<file path="src/hdl/pf_pkg.sv">
`timescale 1ns / 1ps
`default_nettype none
// ----------------------------------------------------------------------------
// Prime factorizer package
// Sequencer state encoding and fixed constants shared by the factorizer.
// ----------------------------------------------------------------------------
package pf_pkg;

    // First prime, divided out on its own before the odd divisors.
    localparam int unsigned FIRST_PRIME = 2;
    // First odd trial divisor.
    localparam int unsigned FIRST_ODD   = 3;

    typedef enum logic [3:0] {
        S_IDLE  = 4'b0001,
        S_DIV   = 4'b0010,
        S_CHECK = 4'b0100,
        S_EMIT  = 4'b1000
    } state_t;

endpackage : pf_pkg
`default_nettype wire

</file>
<file path="src/hdl/prime_factorizer_core.sv">
`timescale 1ns / 1ps
`default_nettype none
// ----------------------------------------------------------------------------
// Prime factorizer core
// Trial-division factorization of one unsigned value into ascending primes.
// ----------------------------------------------------------------------------
// Usage:
//   Slave channel (s_axis_*) takes one value per transaction. Master channel
//   (m_axis_*) returns its prime factors in ascending order, one transaction
//   per multiplicity; tlast marks the final factor of a value. A value of 0
//   or 1 has no factors and returns one transaction with tuser set, tdata 0
//   and tlast set.
//   Only the low WIDTH bits of the input value take part.
// Timing:
//   One shared restoring divider does all the work, followed by an
//   inspection of quotient and remainder after each division. Each factor
//   found and each new trial divisor costs one division. s_axis_tready is
//   high only while idle; the block accepts the next value after the
//   transaction that carries tlast.
// Reset and stalls:
//   rst_n clears the sequencer to idle with no result pending. While the
//   receiver holds m_axis_tready low, the result holds in the output register
//   and the sequencer waits; nothing is dropped.
// ----------------------------------------------------------------------------
module prime_factorizer_core
    import pf_pkg::*;
#(
    parameter int WIDTH = 32
) (
    input  wire logic        clk,
    input  wire logic        rst_n,
    input  wire logic        s_axis_tvalid,
    output logic             s_axis_tready,
    input  wire logic [31:0] s_axis_tdata,   // [31:0] value
    output logic             m_axis_tvalid,
    input  wire logic        m_axis_tready,
    output logic [31:0]      m_axis_tdata,   // [31:0] factor
    output logic             m_axis_tlast,   // last
    output logic             m_axis_tuser    // none
);

    // Trial divisors never go much above sqrt(2^WIDTH), so DW bits hold them.
    localparam int DW = WIDTH / 2 + 1;
    localparam int CW = $clog2(WIDTH);

    state_t            state_reg,  state_next;
    logic [WIDTH-1:0]  rem_reg,    rem_next;    // value still to factor
    logic [DW-1:0]     d_reg,      d_next;      // current trial divisor
    logic [WIDTH-1:0]  work_reg,   work_next;   // dividend in, quotient out
    logic [DW-1:0]     part_reg,   part_next;   // partial remainder
    logic [CW-1:0]     cnt_reg,    cnt_next;    // division steps left
    logic              inner_reg,  inner_next;  // repeat division by same divisor
    logic [WIDTH-1:0]  fac_reg,    fac_next;
    logic              last_reg,   last_next;
    logic              none_reg,   none_next;

    // Input and output width adaptation.
    logic [WIDTH+31:0] in_ext;
    logic [WIDTH-1:0]  in_value;
    logic [WIDTH+31:0] fac_ext;

    // Divider step.
    logic [DW:0]       trial;
    logic [DW:0]       diff;
    logic              fits;

    // Inspection of a finished division.
    logic [WIDTH-1:0]  d_ext;
    logic              d_is_two;
    logic              q_is_one;
    logic              bound_fail;

    assign in_ext   = {{WIDTH{1'b0}}, s_axis_tdata};
    assign in_value = in_ext[WIDTH-1:0];
    assign fac_ext  = {32'b0, fac_reg};

    assign s_axis_tready = (state_reg == S_IDLE);
    assign m_axis_tvalid = (state_reg == S_EMIT);
    assign m_axis_tdata  = fac_ext[31:0];
    assign m_axis_tlast  = last_reg;
    assign m_axis_tuser  = none_reg;

    // One restoring step: bring in the next dividend bit, subtract if it fits.
    assign trial = {part_reg, work_reg[WIDTH-1]};
    assign fits  = (trial >= {1'b0, d_reg});
    assign diff  = trial - {1'b0, d_reg};

    assign d_ext    = {{(WIDTH-DW){1'b0}}, d_reg};
    assign d_is_two = (d_reg == DW'(FIRST_PRIME));
    assign q_is_one = (work_reg == WIDTH'(1));
    // Odd divisor loop ends once divisor exceeds remaining / divisor.
    assign bound_fail = !d_is_two && !inner_reg && (d_ext > work_reg);

    always_comb
    begin
        state_next = state_reg;
        rem_next   = rem_reg;
        d_next     = d_reg;
        work_next  = work_reg;
        part_next  = part_reg;
        cnt_next   = cnt_reg;
        inner_next = inner_reg;
        fac_next   = fac_reg;
        last_next  = last_reg;
        none_next  = none_reg;

        case (state_reg)
            S_IDLE:
            begin
                if (s_axis_tvalid)
                begin
                    if (in_value < WIDTH'(FIRST_PRIME))
                    begin
                        fac_next   = '0;
                        last_next  = 1'b1;
                        none_next  = 1'b1;
                        state_next = S_EMIT;
                    end
                    else
                    begin
                        rem_next   = in_value;
                        d_next     = DW'(FIRST_PRIME);
                        inner_next = 1'b1;
                        work_next  = in_value;
                        part_next  = '0;
                        cnt_next   = CW'(WIDTH - 1);
                        state_next = S_DIV;
                    end
                end
            end

            S_DIV:
            begin
                part_next = fits ? diff[DW-1:0] : trial[DW-1:0];
                work_next = {work_reg[WIDTH-2:0], fits};
                cnt_next  = cnt_reg - CW'(1);
                if (cnt_reg == '0)
                begin
                    state_next = S_CHECK;
                end
            end

            S_CHECK:
            begin
                none_next = 1'b0;
                if (bound_fail)
                begin
                    // Whatever is left is prime (always odd and above 2 here).
                    fac_next   = rem_reg;
                    last_next  = 1'b1;
                    state_next = S_EMIT;
                end
                else if (part_reg == '0)
                begin
                    // Divisor goes in: report it, keep the quotient.
                    fac_next   = d_ext;
                    last_next  = q_is_one;
                    rem_next   = work_reg;
                    inner_next = 1'b1;
                    state_next = S_EMIT;
                end
                else
                begin
                    // Advance to the next odd divisor and divide again.
                    d_next     = d_is_two ? DW'(FIRST_ODD) : d_reg + DW'(2);
                    inner_next = 1'b0;
                    work_next  = rem_reg;
                    part_next  = '0;
                    cnt_next   = CW'(WIDTH - 1);
                    state_next = S_DIV;
                end
            end

            S_EMIT:
            begin
                if (m_axis_tready)
                begin
                    if (last_reg)
                    begin
                        state_next = S_IDLE;
                    end
                    else
                    begin
                        // Try the same divisor on the new remaining value.
                        work_next  = rem_reg;
                        part_next  = '0;
                        cnt_next   = CW'(WIDTH - 1);
                        state_next = S_DIV;
                    end
                end
            end

            default:
            begin
                state_next = S_IDLE;
            end
        endcase
    end

    always_ff @(posedge clk or negedge rst_n)
    begin
        if (!rst_n)
        begin
            state_reg <= S_IDLE;
            rem_reg   <= '0;
            d_reg     <= '0;
            inner_reg <= 1'b0;
        end
        else
        begin
            state_reg <= state_next;
            rem_reg   <= rem_next;
            d_reg     <= d_next;
            inner_reg <= inner_next;
        end
    end

    // Datapath and output payload, no reset needed.
    always_ff @(posedge clk)
    begin
        work_reg <= work_next;
        part_reg <= part_next;
        cnt_reg  <= cnt_next;
        fac_reg  <= fac_next;
        last_reg <= last_next;
        none_reg <= none_next;
    end

`ifndef ASSERT_OFF
    // Input and output never open together: one value in flight.
    assert property (@(posedge clk) disable iff (!rst_n)
        !(s_axis_tready && m_axis_tvalid))
        else $error("input ready while a result is pending");

    // A no-factor result is a lone zero that closes the frame.
    assert property (@(posedge clk) disable iff (!rst_n)
        (m_axis_tvalid && m_axis_tuser) |-> (m_axis_tlast && m_axis_tdata == 32'd0))
        else $error("no-factor result malformed");

    // A real factor is at least two.
    assert property (@(posedge clk) disable iff (!rst_n)
        (m_axis_tvalid && !m_axis_tuser) |-> (fac_reg >= WIDTH'(FIRST_PRIME)))
        else $error("factor below two");

    // Trial divisor is two or odd while dividing.
    assert property (@(posedge clk) disable iff (!rst_n)
        (state_reg == S_DIV) |-> (d_is_two || d_reg[0]))
        else $error("even trial divisor above two");

    // Inspection follows only a finished division.
    assert property (@(posedge clk) disable iff (!rst_n)
        (state_reg == S_CHECK) |-> ($past(state_reg) == S_DIV && $past(cnt_reg) == '0))
        else $error("division cut short");
`endif

endmodule : prime_factorizer_core
`default_nettype wire
</file>
<file path="config.mk">
export PLATFORM = sky130hd
export DESIGN_NAME = prime_factorizer_core
export DESIGN_NICKNAME = d
export VERILOG_FILES = /design/src/hdl/pf_pkg.sv /design/src/hdl/prime_factorizer_core.sv
export SDC_FILE = /design/constraint.sdc
export NUM_CORES = 1
export LEC_CHECK = 0
export ABC_CLOCK_PERIOD_IN_PS = 11200
export BUFFER_PORTS_ARGS = -buffer_cell sky130_fd_sc_hd__buf_2
export CAP_MARGIN = 20
export CORE_AREA = 2 2 126 128
export CTS_BUF_LIST = sky130_fd_sc_hd__clkbuf_4
export CTS_CLUSTER_SIZE = 25
export DETAILED_ROUTE_END_ITERATION = 16
export DIE_AREA = 0 0 128 130
export HOLD_SLACK_MARGIN = 0.15
export PLACE_DENSITY_LB_ADDON = 0.1
export REMOVE_ABC_BUFFERS = 1
export SLEW_MARGIN = 20
export SYNTH_ARGS = -nofsm -noshare
export SYNTH_HDL_FRONTEND = slang
export SYNTH_SLANG_ARGS = --single-unit
</file>
<file path="constraint.sdc">
create_clock -name clk -period 11.2 [get_ports clk]
set_input_delay 0.56 -clock clk [delete_from_list [all_inputs] [get_ports clk]]
set_output_delay 0.56 -clock clk [all_outputs]
set_load 0.01 [all_outputs]
</file>
==> out/results.tsv, run 1 <==
metric	value	unit
p_leak	3.47	nW
synth_warnings	0	
criticalPathCategory	flip-flop to flip-flop	
ioPinCount	72	
setup-tns-final	0	ns
synth-seq-area-share	0.481	
p_sw	1.13	mW
cp.required	11.42	ns
cts.path.max_buffers	2	
route.met3.wl	1.91	mm
synth-main-ff-cell	edfxtp_1	
grt_pass1_vias	6773	
track_usage	0.288	
clock.fmax	0.252	GHz
start_util	0.538	
wl_met2	10.6	mm
cts_resized	0	
hpwlAfterDp	15.8	mm
status	complete, no violations	
die_w	128	um
cts-buffers-inserted	17	
drc	0	
r2r_slack	7.23	ns
start_kind	flip-flop	
maxSlewHeadroom	0.301	
ys_async_sr_fraction	0.380	
rows	46	
cts_tree	built	
comb_power_share	0.469	
num_vias	7295	
wl_per_cell	21.3	um
final.setup.worst_slack	7.23	ns
min-delay-path-class	input pin to asynchronous set/reset pin	
wl_met1	10.4	mm
clk_pin_slew	0.13	ns
place.port_buffers	71	
max-cap-violations	0	
clock_latency	0.55	ns
finalCriticalPeriod	3.97	ns
syn-cell-area	8300	um2
cts_root_buf	clkbuf_4	
cp-startpoint	state_reg[1]	
yosysTopAreaCell	edfxtp_1	
grt_pass1_wl	36.9	mm
cp-end-kind	flip-flop	
hold_violations	0	
coreArea	15400	um2
syn2layout_area_growth	9.24	%
final-setup-viol-count	0	
synth_top_area_share	0.318	
tightest_slew	1.05	ns
r2r_start	state_reg[1]	
dp_slack	7.32	ns
htree_levels	4	
grt_max_degree	67	
worstPathArrival	4.19	ns
post-route-period-util	0.354	
avgSynthCellArea	9.86	um2
ir_drop	165	uV
avgViaCountPerCell	6.61	
postCtsSetupBuffers	0	
place_congestion	0.939	
skew	0.0195	ns
seq_power_share	0.415	
final_common_cell	edfxtp_1	
cts_hold_buf	0	
die_area	16600	um2
total_power	2.50	mW
report.final.slew_viol_count	0	
layout.cells.most_common_list	edfxtp_1 (88), nor2_1 (83), a21oi_1 (76), nand2_1 (73), buf_2 (71)	
internal-power	1.38	mW
dr.max_layer_used	met4	
nFillCells	1379	
synth_edf_count	88	
synthTopCellsByArea	edfxtp_1 (32%), dfrtp_1 (16%), ha_1 (5.4%)	
clockPowerShare	0.116	
die_y	130	um
overflow	0	
drtPass1Iterations	10	
wl	23.5	mm
ant_nets	0	
ys_types	65	
fin_util	0.588	
critPathMaxFanout	66	
syn_inst	842	
p_sw_frac	0.449	
fin_nets	970	
rsz0062_at_grt	false	
cts_sinks	142	
antenna_found_initial	1	
drive_above_1_share	0.152	
first_iter_violations	977	
synth-seq-cells	142	
power_density	276	nW/um2
## final timing paths
path,endpoint,cells past startpoint
max in group asynchronous,rem_reg[16],2
worst max register to register,work_reg[2],9
min in group clk,state_reg[3],2
worst min register to register,rem_reg[22],1
worst min-delay path,d_reg[8],2
worst max-delay path,work_reg[2],9
## critical path, cell delays in order (launching register included)
cell	delay, ns
dfrtp_1	0.45
nor4b_4	0.49
inv_2	0.52
nand3_2	0.17
buf_4	0.53
nor2_1	0.12
a21oi_1	0.21
nand3_1	0.18
nor2_2	0.51
buf_4	0.42
## metrics by stage
step | cell area, um2 | hold WS (ns) | std cells
2_1_floorplan | 8080 | 0.264 | 796
6_report | 9070 | 0.133 | 1103
5_1_grt | 9070 | 0.177 | 1103
4_1_cts | 9060 | 0.153 | 1102
3_3_place_gp | 8800 | 0.494 | 1069
3_5_place_dp | 8830 | 0.501 | 1070
## cells by family after synthesis
group,synth area share
adder cells (fa/ha/maj),0.0567
buffers and inverters,0.0538
multiplexers,0.0122
XOR/XNOR,0.0105
AND/OR/NAND/NOR,0.155
AO/OA/AOI/OAI,0.230
flip-flops,0.481
## synth_stat cells (6+ instances only)
cell,n
a222oi_1,31
nor3_1,14
buf_2,6
clkbuf_1,30
edfxtp_1,88
buf_4,9
a21oi_1,76
dfrtp_1,53
and3_1,6
nand3_1,19
a22oi_1,32
ha_1,36
inv_1,59
nand2_1,73
o21ai_0,26
or3_1,6
nor2b_1,8
nor2_1,85
o2bb2ai_1,33
o21ai_1,13
nand4_1,10
xnor2_1,10
nor4_1,22
o31ai_1,14
mux2i_1,9
## area by class of cell
| cell class | instances | area, um2 | area share |
|---|---|---|---|
| antenna | 1 | 2.50 | 0.000276 |
| clock buffer | 18 | 135 | 0.0149 |
| clock inverter | 14 | 96.3 | 0.0106 |
| inverter | 60 | 225 | 0.0248 |
| multi-input combinational | 594 | 3920 | 0.432 |
| sequential | 142 | 4000 | 0.440 |
| tap | 192 | 240 | 0.0265 |
| timing repair buffer | 82 | 458 | 0.0505 |
## metal layers
layer  global-route usage  vias up
met5                    0        -
met4                0.101        0
met3               0.0480       40
met2                0.436      381
met1                0.422     3549
li1                     -     3325
## power by group through the flow
stage | logic (mW) | clock network [mW] | registers [mW]
3_5_place_dp | 1.16 | 0 | 1.04
6_report | 1.17 | 0.290 | 1.04
3_3_place_gp | 1.11 | 0 | 1.04
4_1_cts | 1.16 | 0.297 | 1.03
5_1_grt | 1.30 | 0.316 | 1.06
2_1_floorplan | 0.812 | 0 | 1.00
No activity file was read; power rests on OpenSTA's default activity.
==> run 2, diff against run 1 <==
- ABC_AREA: default -> 1
- ABC_CLOCK_PERIOD_IN_PS: 11200 -> 3400
- CORE_AREA: 2 2 126 128 -> 2 2 133 135
- DIE_AREA: 0 0 128 130 -> 0 0 135 137
- clock period: 11.2 -> 3.4 ns (I/O delays scaled with it)
==> run 2 against run 1 <==
- die area is 11% higher
- area after synthesis is 11% higher
- critical path depth is 3 higher
- first-iteration DRC count is 33% lower
- sequential power grew to 3.1 times the previous value
- non-clock buffer count is 45 higher
==> out/results.tsv, run 2 <==
metric	value	unit	change
r2r_start	work_reg[7]		
cts-buffers-inserted	17		unchanged
cp_common_cell	nand2_1		
place_area	9760	um2	+10%
finalCriticalPeriod	2.75	ns	-1.21 ns
htree_levels	4		unchanged
avgViaCountPerCell	5.64		-15%
synth_warnings	0		unchanged
synth-seq-area-share	0.432		-0.0486
clockPowerShare	0.148		+0.032
wl	25.8	mm	+10%
final-setup-viol-count	0		unchanged
syn2layout_area_growth	13.1	%	
drc	0		unchanged
cts.path.max_buffers	2		unchanged
die_area	18500	um2	+11%
seq_power_share	0.375		-0.040
grt_pass1_wl	41.8	mm	+13%
worstPathArrival	3.18	ns	-1.01 ns
internal-power	4.72	mW	+240%
cp_cell_sequence	inv_1 -> ha_1 -> nand2_1 -> nor2_1 -> nand4_1 -> nor3_1 -> nor2_2 -> nand3_4 -> buf_12 -> nand2_2 -> nand2_1 -> o21ai_1		
skew	0.0269	ns	+0.00746 ns
track_usage	0.291		+0.00296
fin_cells	1496		+36%
rows	48		+4.3%
post-route-period-util	0.809		+0.455
report.final.slew_viol_count	0		unchanged
grt_max_degree	68		+1.5%
synthTopCellsByCount	nand2_1 (340), inv_1 (142), nor2_1 (91)		
tightest_slew	0.912	ns	-0.135 ns
synthTopCellsByArea	edfxtp_1 (29%), dfrtp_1 (14%), nand2_1 (14%)		
cp_num_cells	12		+3
dpl.cell_count	1427		+33%
maxSlewHeadroom	0.392		+0.0908
cp.required	3.83	ns	-7.59 ns
grt_pass1_vias	8109		+20%
synth-main-ff-cell	edfxtp_1		
ir_drop	561	uV	+240%
wl_per_cell	17.3	um	-19%
synthMostInstantiatedCell	nand2_1		
synth-seq-cells	142		unchanged
ioPinCount	72		unchanged
slowest_delay	0.46	ns	-0.07 ns
total_power	8.67	mW	+250%
criticalPathCategory	flip-flop to flip-flop		
r2r-end	d_reg[7]		
fin_nets	1330		+37%
p_sw_frac	0.455		+0.00543
drive_above_1_share	0.135		-0.0162
clk_pin_slew	0.14	ns	about the same
num_vias	8443		+16%
syn-cell-area	9240	um2	+11%
die_y	137	um	+5.4%
clock.fmax	0.363	GHz	+44%
hpwlAfterDp	18.1	mm	+14%
overflow	0		unchanged
critPathBufInv	2		-1
p_leak	4.95	nW	+43%
crit_slowest_cell	nand2_2		
max-cap-violations	0		unchanged
antenna_found_initial	1		unchanged
crit_family	simple AND/OR/NAND/NOR gates		
final_common_cell	nand2_1		
critPathMaxFanout	67		+1.5%
die_w	135	um	+5.5%
cts_sinks	142		unchanged
start_kind	flip-flop		
postCtsSetupBuffers	0		unchanged
avgSynthCellArea	7.96	um2	-19%
clock_latency	0.57	ns	+0.02 ns
hold_violations	0		unchanged
cp-end-kind	flip-flop		
r2r_slack	0.65	ns	-6.59 ns
cts_root_buf	clkbuf_4		
rsz0062_at_grt	false		
p_sw	3.94	mW	+250%
coreArea	17100	um2	+11%
ff_latch_area	4000	um2	unchanged
power_density	830	nW/um2	+200%
syn_inst	1160		+38%
first_iter_violations	657		-33%
fin_util	0.612		+0.0243
start_util	0.542		+0.00323
min-delay-path-class	input pin to asynchronous set/reset pin		
multi_input_area	4410	um2	+12%
cts_tree	built		
comb_power_share	0.476		+0.007
ff2ff_path_depth	12		+3
final_area	10400	um2	+15%
layout.cells.most_common_list	nand2_1 (340), inv_1 (142), nor2_1 (88), edfxtp_1 (88), buf_2 (71)		
place.port_buffers	71		unchanged
ys_types	46		-29%
place_congestion	0.888		-5.4%
yosysTopAreaCell	edfxtp_1		
ys_async_sr_fraction	0.380		unchanged
drtPass1Iterations	8		-2
synth_top_area_share	0.286		-0.0322
nFillCells	1545		+12%
ant_nets	0		unchanged
status	complete, no violations		
synth_edf_count	88		unchanged
## run 2: cell count changes in the layout (fill, tap and decap cells not counted), sizes merged, moves of 36 or more
cell         change
a21oi           -42
nand2          +270
nand4           +47
o22ai           +46
dlygate4sd3     +36
nand3           +55
inv             +88
## run 2: how the worst max path moves through the flow
stage | from | to | slack (ns)
after floorplan | state_reg[1] | cnt_reg[0] | -1.09
after global placement | d_reg[13] | part_reg[15] | 0.60
after detailed placement | work_reg[7] | rem_reg[17] | 0.67
after CTS | work_reg[7] | rem_reg[17] | 0.65
after global routing | d_reg[13] | part_reg[4] | 0.38
final | work_reg[7] | d_reg[7] | 0.65
## run 2: worst reg2reg max path: stages (launching register included)
cell      delay (ns)
edfxtp_1        0.38
inv_1           0.09
ha_1            0.31
nand2_1         0.08
nor2_1          0.15
nand4_1         0.12
nor3_1          0.24
nor2_2          0.08
nand3_4         0.10
buf_12          0.33
nand2_2         0.47
nand2_1         0.19
o21ai_1         0.08
## run 2: layer usage
metal,share of wire,vias to the layer above,GRT usage,routed length [um]
met5,0,-,0,0
met1,0.46,3943,0.413,12000
met4,0.014,0,0.0764,374
li1,-,4158,-,-
met2,0.45,314,0.455,11600
met3,0.072,28,0.0604,1870
## run 2: metrics by stage
stage                     setup TNS (ns)  hold WS (ns)  setup slack (ns)
after floorplan                   -77.72        -0.126             -1.09
after global placement                 0         0.362             0.598
after detailed placement               0         0.357             0.673
after CTS                              0         0.270             0.648
after global routing                   0         0.298             0.377
final                                  0         0.258             0.648
## run 2: cells by family (layout without fill, tap and decap cells)
family,count (synthesis),count (layout),synth area share
buf+inv,197,307,0.0929
simple gates,595,595,0.281
flops,142,142,0.432
xor+xnor,14,14,0.0133
other cells,0,1,0
compound gates,175,175,0.129
fa+ha+maj,37,37,0.0509
## run 2: power groups by stage
stage	Clock [mW]	Combinational (mW)	Sequential, mW
finish	1.29	4.13	3.25
global route	1.37	4.69	3.33
CTS	1.30	4.13	3.23
detailed placement	0	4.07	3.27
global placement	0	4.02	3.26
floorplan	0	2.80	3.21
## run 2: layout make-up
| cell class | instances | share of cell area |
|---|---|---|
| Tap cell | 225 | 0.0270 |
| Multi-Input combinational cell | 821 | 0.422 |
| Clock buffer | 18 | 0.0129 |
| Inverter | 148 | 0.0532 |
| Timing Repair Buffer | 127 | 0.0841 |
| Antenna cell | 1 | 0.000240 |
| Clock inverter | 14 | 0.0182 |
| Sequential cell | 142 | 0.382 |
## run 2: what timing repair did
item,4_1_cts,5_1_grt
hold buffers,36,0
gates resized for setup,0,0
endpoints found under the hold margin,105,0
==> run 3, diff against run 2 <==
- ABC_AREA: 1 -> 0
- ABC_CLOCK_PERIOD_IN_PS: 3400 -> 2800
- CORE_AREA: 2 2 133 135 -> 2 2 126 128
- DIE_AREA: 0 0 135 137 -> 0 0 128 130
- clock period: 3.4 -> 2.8 ns (I/O delays scaled with it)
==> run 3 against run 2 <==
- sequential share of layout area up 0.21 points
- count of clock-buffer cells in the layout down 1
- clock power up 15%
- die area down 10%
- critical path type unchanged
- highest routed layer unchanged
==> out/results.tsv, run 3 (same netlist as run 1, synthesis figures left out) <==
metric	value	unit	change
met2_usage	0.494		+0.0399
p_leak	4.10	nW	-17%
report.final.slew_viol_count	0		unchanged
max-cap-violations	0		unchanged
final_common_cell	edfxtp_1		
setup-tns-final	0	ns	unchanged
cts_root_buf	clkbuf_4		
clk_pin_slew	0.14	ns	about the same
grt_pass1_wl	39.4	mm	-5.7%
crit_slowest_cell	edfxtp_1		
cts.path.max_buffers	2		unchanged
num_vias	7792		-7.7%
rows	46		-4.2%
hold_violations	0		unchanged
r2r_slack	0.03	ns	-0.62 ns
r2r_start	work_reg[19]		
drive_above_1_share	0.251		+0.116
grt_max_degree	66		-2.9%
drc	0		unchanged
tightest_slew	0.998	ns	+0.0868 ns
worstPathArrival	3.03	ns	-0.15 ns
nFillCells	1219		-21%
dp_slack	-0.0369	ns	-0.710 ns
min-delay-path-class	input pin to asynchronous set/reset pin		
cts-buffers-inserted	17		unchanged
final.setup.worst_slack	0.0278	ns	-0.620 ns
die_y	130	um	-5.1%
timing.hold.ws	0.267	ns	+0.00885 ns
first_iter_violations	1072		+63%
antenna_found_initial	1		unchanged
skew	0.0175	ns	-0.00945 ns
clock_latency	0.56	ns	about the same
power_density	1120	nW/um2	+34%
slowest_delay	0.44	ns	-0.02 ns
overflow	0		unchanged
critPathMaxFanout	25		-63%
ioPinCount	72		unchanged
start_kind	flip-flop		
cts_tree	built		
grt_pass1_vias	7576		-6.6%
ir_drop	1230	uV	+120%
clock.fmax	0.361	GHz	-0.73%
cts_sinks	142		unchanged
ant_nets	0		unchanged
cp_cell_sequence	nor4_2 -> buf_4 -> nand4_1 -> or3_1 -> or3_4 -> a21o_4 -> a21boi_4 -> buf_12		
syn2layout_area_growth	25.4	%	
start_util	0.538		-0.00323
die_w	128	um	-5.2%
wl	25.6	mm	-0.91%
rsz0062_at_grt	true		
maxSlewHeadroom	0.334		-0.0579
layout.cells.most_common_list	edfxtp_1 (88), nor2_1 (83), nand2_1 (73), a21oi_1 (72)		
ff2ff_path_depth	8		-4
coreArea	15400	um2	-9.6%
use_met1	0.408		-0.00476
fin_util	0.675		+0.0627
die_area	16600	um2	-10%
finalCriticalPeriod	2.77	ns	+0.0202 ns
criticalPathCategory	flip-flop to flip-flop		
r2r-end	m_axis_tlast		
avgViaCountPerCell	6.43		+14%
final-setup-viol-count	0		unchanged
hpwlAfterDp	17.5	mm	-3.5%
track_usage	0.306		+0.0153
htree_levels	4		unchanged
grtUsageMet3	0.0713		+0.0110
fin_nets	1079		-19%
place.port_buffers	71		unchanged
cp.required	3.06	ns	-0.77 ns
wl_per_cell	21.1	um	+22%
place_congestion	0.898		+1.0%
busiest_layer	met2		
drtPass1Iterations	10		+2
status	complete, no violations		
post-route-period-util	0.990		+0.181
cp-end-kind	flip-flop		
run 3: changes by cell type in the layout (fill, tap and decap cells not counted), moves of 33 or more:
cell / previous run / this run
nand3_1: 70 / 17
a21oi_1: 35 / 72
inv_1: 142 / 56
buf_4: 19 / 71
nand4_1: 56 / 10
o2bb2ai_1: 0 / 33
nand2_1: 340 / 73
run 3: how the worst max path moves through the flow:
stage	slack [ns]	end	start	depth (start not counted)
after global placement	0.07	m_axis_tdata[10]	work_reg[23]	7
after global routing	-0.09	m_axis_tlast	work_reg[19]	8
after detailed placement	-0.04	part_reg[13]	d_reg[13]	10
final	0.03	m_axis_tlast	work_reg[19]	8
after floorplan	-5.72	cnt_reg[0]	state_reg[1]	4
after CTS	-0.03	part_reg[13]	d_reg[0]	9
run 3: final cells by class:
| type | instances | area (um2) | area share |
|---|---|---|---|
| clock buffer | 17 | 128 | 0.0123 |
| antenna | 1 | 2.50 | 0.000240 |
| multi-input combinational | 594 | 4110 | 0.395 |
| clock inverter | 15 | 185 | 0.0178 |
| sequential | 142 | 4010 | 0.385 |
| tap | 192 | 240 | 0.0231 |
| inverter | 60 | 225 | 0.0216 |
| timing repair buffer | 191 | 1510 | 0.145 |
run 3: power by group:
part | leakage (nW) | internal [mW] | switching, mW
Combinational | 2.43 | 2.63 | 3.41
Sequential | 1.50 | 3.37 | 0.722
Clock | 0.169 | 0.635 | 0.841
Total | 4.10 | 6.64 | 4.98
run 3: per-stage QoR:
step / area, um2 / cells / total power [mW]
finish: 10400 / 1212 / 11.6
global route: 10400 / 1212 / 12.3
CTS: 10100 / 1204 / 11.1
detailed placement: 9430 / 1137 / 9.53
global placement: 9430 / 1137 / 9.38
floorplan: 8080 / 796 / 7.27
run 3: metal layers:
metal  vias to the layer above  wire length, um
met5                         -                0
met4                         0              564
met3                        47             2390
met2                       430            12100
met1                      3764            10500
li1                       3551                -
run 3: worst max-delay path: cells and delay by family, from the launching register on:
family / cells / cell delay [ns]
AND/OR/NAND/NOR: 4 / 1.20
flip-flops: 1 / 0.44
AO/OA/AOI/OAI: 2 / 0.44
buffers and inverters: 2 / 0.40
run 3: timing repair:
action,in CTS,in global routing
setup buffers,0,5
endpoints found under the hold margin,105,0
endpoints found under the setup margin,3,174
gates cloned,0,2
hold buffers,35,0
gates resized for setup,4,51
pin swaps,0,5
